**src/sv/mi4inv_pkg.sv**
```systemverilog
// shared types, constants and helper functions for the 4x4 adjugate inverse
package mi4inv_pkg;

  // number format and datapath widths
  localparam int FRAC_BITS = 16;
  localparam int ELEM_W    = 32;
  localparam int PROD_W    = 2 * ELEM_W;
  localparam int ACC_W     = 98;
  localparam int CMAG_W    = 96;
  localparam int DET_W     = 132;
  localparam int DMAG_W    = 131;
  localparam int DS_W      = DMAG_W + 33;
  localparam int NUM_SH    = 2 * FRAC_BITS + 1;
  localparam int Q_W       = 33;

  // operand select for the shared multiplier
  typedef enum logic [2:0] {
    MUL_NONE = 3'd0,
    MUL_LDX  = 3'd1,
    MUL_XY   = 3'd2,
    MUL_LOZ  = 3'd3,
    MUL_HIZ  = 3'd4,
    MUL_COF  = 3'd5
  } mul_op_t;

  // controller to datapath commands
  typedef struct packed {
    logic       st_we;
    logic [3:0] st_addr;
    mul_op_t    mul_op;
    logic [3:0] rd_addr;
    logic [1:0] limb;
    logic       term_neg;
    logic       acc_clr;
    logic       acc_en;
    logic       acc_hi;
    logic       adj_we;
    logic [3:0] adj_addr;
    logic       det_clr;
    logic       det_en;
    logic [1:0] det_sh;
    logic       fin;
    logic       div_load;
    logic [3:0] div_addr;
    logic       div_step;
    logic       out_load;
    logic [3:0] out_idx;
  } cmd_t;

  // datapath to controller status
  typedef struct packed {
    logic sing;
    logic out_free;
  } status_t;

  // column taken by position i of permutation p
  function automatic logic [1:0] perm_col(input logic [2:0] p, input logic [1:0] i);
    logic [5:0] row;
    unique case (p)
      3'd0:    row = {2'd2, 2'd1, 2'd0};
      3'd1:    row = {2'd1, 2'd2, 2'd0};
      3'd2:    row = {2'd2, 2'd0, 2'd1};
      3'd3:    row = {2'd0, 2'd2, 2'd1};
      3'd4:    row = {2'd1, 2'd0, 2'd2};
      3'd5:    row = {2'd0, 2'd1, 2'd2};
      default: row = 6'd0;
    endcase
    unique case (i)
      2'd0:    return row[1:0];
      2'd1:    return row[3:2];
      2'd2:    return row[5:4];
      default: return 2'd0;
    endcase
  endfunction

  // odd permutations flip the sign of their term
  function automatic logic perm_odd(input logic [2:0] p);
    return (p == 3'd1) || (p == 3'd2) || (p == 3'd5);
  endfunction

  // i-th index of the 3 remaining after removing x
  function automatic logic [1:0] skip_idx(input logic [1:0] i, input logic [1:0] x);
    return (i >= x) ? i + 2'd1 : i;
  endfunction

  // magnitude of a signed element, fits unsigned 32 bits
  function automatic logic [ELEM_W-1:0] elem_mag(input logic [ELEM_W-1:0] v);
    return v[ELEM_W-1] ? (~v + 1'b1) : v;
  endfunction

endpackage

```
**src/sv/mi4inv_ctrl.sv**
```systemverilog
// controller: load counter and sequencer for cofactors, determinant and division
module mi4inv_ctrl (
  input  logic                clk,
  input  logic                rst_n,
  input  logic                in_valid,
  output logic                in_ready,
  input  mi4inv_pkg::status_t sts,
  output mi4inv_pkg::cmd_t    cmd
);

  typedef enum logic [7:0] {
    S_LOAD  = 8'b0000_0001,
    S_TERM  = 8'b0000_0010,
    S_ADJ   = 8'b0000_0100,
    S_DET   = 8'b0000_1000,
    S_FIN   = 8'b0001_0000,
    S_DLOAD = 8'b0010_0000,
    S_DIV   = 8'b0100_0000,
    S_EMIT  = 8'b1000_0000
  } state_t;

  state_t     state_r, state_nxt;
  logic [3:0] ld_r, ld_nxt;
  logic [3:0] k_r, k_nxt;
  logic [2:0] p_r, p_nxt;
  logic [2:0] ph_r, ph_nxt;
  logic [5:0] dv_r, dv_nxt;
  logic [3:0] o_r, o_nxt;

  logic       in_fire;
  logic [1:0] row;
  logic [1:0] col;
  logic [1:0] pos;
  logic       last_cof;

  assign in_ready = (state_r == S_LOAD);
  assign in_fire  = in_valid && in_ready;
  assign row      = k_r[3:2];
  assign col      = k_r[1:0];
  assign last_cof = (k_r == 4'd15);

  // which of the three minor rows the current phase reads
  always_comb begin
    unique case (ph_r)
      3'd0:    pos = 2'd0;
      3'd1:    pos = 2'd1;
      default: pos = 2'd2;
    endcase
  end

  // next state and commands
  always_comb begin
    state_nxt = state_r;
    ld_nxt    = ld_r;
    k_nxt     = k_r;
    p_nxt     = p_r;
    ph_nxt    = ph_r;
    dv_nxt    = dv_r;
    o_nxt     = o_r;
    cmd       = '0;
    cmd.mul_op   = mi4inv_pkg::MUL_NONE;
    cmd.st_addr  = ld_r;
    cmd.adj_addr = {col, row};
    cmd.div_addr = o_r;
    cmd.out_idx  = o_r;
    cmd.rd_addr  = {mi4inv_pkg::skip_idx(pos, row),
                    mi4inv_pkg::skip_idx(mi4inv_pkg::perm_col(p_r, pos), col)};
    cmd.term_neg = mi4inv_pkg::perm_odd(p_r) ^ row[0] ^ col[0];
    unique case (state_r)
      S_LOAD: begin
        if (in_fire) begin
          cmd.st_we = 1'b1;
          ld_nxt    = ld_r + 4'd1;
          if (ld_r == 4'd15) begin
            cmd.acc_clr = 1'b1;
            cmd.det_clr = 1'b1;
            k_nxt       = '0;
            p_nxt       = '0;
            ph_nxt      = '0;
            state_nxt   = S_TERM;
          end
        end
      end
      S_TERM: begin
        // one triple product in five phases
        unique case (ph_r)
          3'd0: cmd.mul_op = mi4inv_pkg::MUL_LDX;
          3'd1: cmd.mul_op = mi4inv_pkg::MUL_XY;
          3'd2: cmd.mul_op = mi4inv_pkg::MUL_LOZ;
          3'd3: begin
            cmd.mul_op = mi4inv_pkg::MUL_HIZ;
            cmd.acc_en = 1'b1;
          end
          default: begin
            cmd.acc_en = 1'b1;
            cmd.acc_hi = 1'b1;
          end
        endcase
        if (ph_r == 3'd4) begin
          ph_nxt = '0;
          if (p_r == 3'd5) begin
            state_nxt = S_ADJ;
          end else begin
            p_nxt = p_r + 3'd1;
          end
        end else begin
          ph_nxt = ph_r + 3'd1;
        end
      end
      S_ADJ: begin
        cmd.adj_we  = 1'b1;
        cmd.acc_clr = 1'b1;
        p_nxt       = '0;
        ph_nxt      = '0;
        if (row == 2'd0) begin
          state_nxt = S_DET;
        end else if (last_cof) begin
          state_nxt = S_FIN;
        end else begin
          k_nxt     = k_r + 4'd1;
          state_nxt = S_TERM;
        end
      end
      S_DET: begin
        // first-row cofactor times its element, limb by limb
        cmd.rd_addr = {2'd0, col};
        cmd.limb    = ph_r[1:0];
        if (ph_r != 3'd3) begin
          cmd.mul_op = mi4inv_pkg::MUL_COF;
        end
        if (ph_r != 3'd0) begin
          cmd.det_en = 1'b1;
          cmd.det_sh = 2'(ph_r - 3'd1);
        end
        if (ph_r == 3'd3) begin
          ph_nxt    = '0;
          k_nxt     = k_r + 4'd1;
          state_nxt = S_TERM;
        end else begin
          ph_nxt = ph_r + 3'd1;
        end
      end
      S_FIN: begin
        cmd.fin   = 1'b1;
        o_nxt     = '0;
        state_nxt = S_DLOAD;
      end
      S_DLOAD: begin
        if (sts.sing) begin
          state_nxt = S_EMIT;
        end else begin
          cmd.div_load = 1'b1;
          dv_nxt       = '0;
          state_nxt    = S_DIV;
        end
      end
      S_DIV: begin
        cmd.div_step = 1'b1;
        dv_nxt       = dv_r + 6'd1;
        if (dv_r == 6'd32) begin
          state_nxt = S_EMIT;
        end
      end
      S_EMIT: begin
        if (sts.out_free) begin
          cmd.out_load = 1'b1;
          o_nxt        = o_r + 4'd1;
          state_nxt    = (o_r == 4'd15) ? S_LOAD : S_DLOAD;
        end
      end
      default: state_nxt = S_LOAD;
    endcase
  end

  // control registers
  always_ff @(posedge clk) begin
    if (!rst_n) begin
      state_r <= S_LOAD;
      ld_r    <= '0;
      k_r     <= '0;
      p_r     <= '0;
      ph_r    <= '0;
      dv_r    <= '0;
      o_r     <= '0;
    end else begin
      state_r <= state_nxt;
      ld_r    <= ld_nxt;
      k_r     <= k_nxt;
      p_r     <= p_nxt;
      ph_r    <= ph_nxt;
      dv_r    <= dv_nxt;
      o_r     <= o_nxt;
    end
  end

  // the sixteenth element starts the cofactor pass
  a_start: assert property (@(posedge clk) disable iff (!rst_n)
    in_fire && (ld_r == 4'd15) |=> (state_r == S_TERM) && (k_r == 4'd0))
    else $error("compute did not start after last element");

  // the divider never runs past its 33 steps
  a_div_len: assert property (@(posedge clk) disable iff (!rst_n)
    (state_r == S_DIV) |-> (dv_r <= 6'd32))
    else $error("divider overran");

  // the load count sits at zero whenever compute is under way
  a_ld_zero: assert property (@(posedge clk) disable iff (!rst_n)
    (state_r != S_LOAD) |-> (ld_r == 4'd0))
    else $error("load count not wrapped");

endmodule

```
**config.mk**
```make
export PLATFORM = sky130hd
export DESIGN_NAME = mi4inv_ctrl
export DESIGN_NICKNAME = d
export VERILOG_FILES = /design/src/sv/mi4inv_pkg.sv /design/src/sv/mi4inv_ctrl.sv
export SDC_FILE = /design/constraint.sdc
export NUM_CORES = 1
export LEC_CHECK = 0
export BUFFER_PORTS_ARGS = -buffer_cell sky130_fd_sc_hd__buf_2
export CELL_PAD_IN_SITES_DETAIL_PLACEMENT = 1
export CELL_PAD_IN_SITES_GLOBAL_PLACEMENT = 1
export CORE_ASPECT_RATIO = 0.7
export CORE_MARGIN = 2
export CORE_UTILIZATION = 25
export CTS_CLUSTER_SIZE = 24
export DETAILED_ROUTE_END_ITERATION = 16
export GPL_TIMING_DRIVEN = 0
export PLACE_DENSITY_LB_ADDON = 0.1
export SKIP_CTS_REPAIR_TIMING = 1
export SLEW_MARGIN = 20
export SYNTH_ARGS = -nofsm -noshare
export SYNTH_HDL_FRONTEND = slang
export SYNTH_SLANG_ARGS = --single-unit
```
**constraint.sdc**
```tcl
create_clock -name clk -period 2.1 [get_ports clk]
set_input_delay 0.21 -clock clk [delete_from_list [all_inputs] [get_ports clk]]
set_output_delay 0.21 -clock clk [all_outputs]
set_load 0.02 [all_outputs]
```
==> metrics.yaml <==
clock_skew_ns: 0.00484
fp-row-count: 29
drtIter0Drc: 83
cp-end-kind: "output port"
avgSynthCellArea_sq_um: 7.87
via_count: 2541
whs_path_depth: 3
first_global_vias: 2314
fin_cells: 515
cp_data_arrival_time_ns: 2.49
cp-start-kind: "register"
ant_nets: 0
crit_path_top_delay_cell: "dfxtp_4"
clk_latency_ns: 0.28
via_per_inst: 4.93
status: "complete, but fails checks"
syn-cell-area_sq_um: 2410
finalNetCount: 416
drc: 0
rsz0062_at_grt: "true"
slew_viol_final: 0
setup_viol: 11
dieHeight_um: 86.1
antenna_found_initial: 0
use_met1: 0.242
synth-edff-count: 0
hpwl_um: 5820
worstPathMaxFanout: 4
slew_headroom: 0.529
tightest_slew_ns: 0.707
grt.total_usage: 0.150
grt_pass1_wl_um: 12400
die_width_um: 121
placedCellCount: 474
drive_gt1_frac: 0.450
synth_top_area_cell: "dfxtp_1"
drt-total-wl_um: 8170
yosysMostFrequentCell: "dfxtp_1"
critPathRequiredTime_ns: 1.89
initial_core_util: 0.261
cts_tree: "built"
dp_worst_setup_slack_ns: -0.524
met3_usage: 0.0332
leakagePower_nw: 1.52
tns_ns: -1.67
synth_top_area_frac: 0.266
yosys_most_used_dff: "dfxtp_1"
globalplace.congestion: 0.741
antenna_cells: 0
root_buffer: "clkbuf_16"
yosysUniqueCellTypes: 58
numPortBuffers: 44
ys_top_cells_by_count: "32 x dfxtp_1, 28 x nor2_1, 21 x ha_1, 21 x nand2_1"
grt_max_degree: 11
cpMostUsedCell: "ha_4"
synth_nets: 332
worstSetupPathType: "reg2out"
fmax_mhz: 371
htreeDepth: 2
hp-class: "in2reg"
syn_to_final_growth_pct: 55.0
path_clk_slew_ns: 0.06
io_pins: 45
post-route-min-period_ns: 2.70
ys_seq_elements: 32
ir_worst_vdd_v: 0.000281
clockBufferDepth: 2
maxCapViolCount: 0
grt_overflow: 0
core_area_sq_um: 9220
synthArstFlopShare: 0
slowest_delay_ns: 0.37
avgRoutedWirePerCell_um: 15.9
power_density_nw_per_um2: 526
seq_area_frac_synth: 0.266
first_pass_iters: 4
netlist_top_cells_area: "dfxtp_1 27%, ha_1 11%, nor2_1 4.4%, a21oi_1 4.2%, nand3_1 3.7%"
yosys_warnings: 0
netlist_instances: 306
rr_worst_depth: 8
post-route-util: 0.405
grt-busiest-layer: "met1"
fin_ws_ns: -0.595
use_met2: 0.195
hold_violations: 0
die_area_sq_um: 10400
tritoncts.num_buffers: 5
cts_sinks: 32
finalCritPeriodShare: 1.28
crit_chain: "inv_4 -> ha_4 -> nor3b_4 -> o21ai_1 -> o221a_4 -> ha_4 -> nand2b_4 -> a21oi_4 -> or3_4 -> a31oi_4 -> buf_6"
violations: "setup timing"
==> where the power goes <==
part	leakage [nW]	internal [mW]	switching [mW]
registers	0.264	0.620	0.0272
logic	1.17	0.204	0.242
clock network	0.0883	0.577	0.292
total	1.52	1.40	0.561
==> cells in the final DEF (no fill, tap or decap), types with 7 or more instances in the layout <==
cell type / synthesis / layout
inv_1: 20 / 13
nor2_1: 28 / 25
dfxtp_2: 0 / 7
ha_1: 21 / 12
a21oi_1: 20 / 17
nor3_1: 10 / 9
ha_4: 0 / 7
nand3_1: 18 / 17
buf_2: 6 / 35
o21ai_0: 12 / 8
buf_4: 6 / 41
nand2_1: 21 / 17
buf_6: 0 / 15
dfxtp_1: 32 / 21
==> metal layers <==
layer | wire, um | part of all wire | up-vias
li1 | - | - | 1272
met1 | 4620 | 0.57 | 1226
met2 | 3220 | 0.39 | 33
met3 | 246 | 0.030 | 10
met4 | 75 | 0.0092 | 0
met5 | 0 | 0 | -
==> cells by family after synthesis <==
logic type      after synthesis  synth area share
fa+ha+maj                    21             0.109
compound gates               64             0.177
mux                           5            0.0213
xor+xnor                     12            0.0436
flops                        32             0.266
buf+inv                      39            0.0732
simple gates                133             0.310
==> critical path, delay by kind of cell (launching register included) <==
kind | cells | cell delay, ns
AO/OA/AOI/OAI | 4 | 0.49
adder cells (fa/ha/maj) | 2 | 0.44
buffers and inverters | 2 | 0.19
flip-flops | 1 | 0.37
AND/OR/NAND/NOR | 3 | 0.71
==> final timing paths <==
check | from | end | slack, ns
setup / recovery | ph_r[1] | cmd[28] | -0.60
hold / removal | rst_n | p_r[0] | 0.26
setup reg to reg | ph_r[0] | state_r[0] | -0.14
hold reg to reg | dv_r[4] | dv_r[4] | 0.52
==> state kept, by name, summed over array words and instances, names as in the netlist <==
signal / count
state_r: 8
dv_r: 6
k_r: 4
ld_r: 4
o_r: 4
p_r: 3
ph_r: 3
==> metrics by stage <==
stage                     instance area (sq um)  hold WS [ns]  power (mW)
after floorplan                            2520         0.362       0.879
after global placement                     2890         0.491       0.980
after detailed placement                   2890         0.504       0.977
after CTS                                  3070         0.253        1.85
after global routing                       3730         0.271        2.05
final                                      3730         0.256        1.96
==> area by class of cell <==
class,count,area [sq um]
fillers,1086,5480
inverters,20,82.6
repair buffers,77,526
flip-flops and latches,32,664
multi-input cells,235,1960
well taps,124,155
plain buffers,19,163
clock buffers,8,178
No activity file was read; power rests on OpenSTA's default activity.
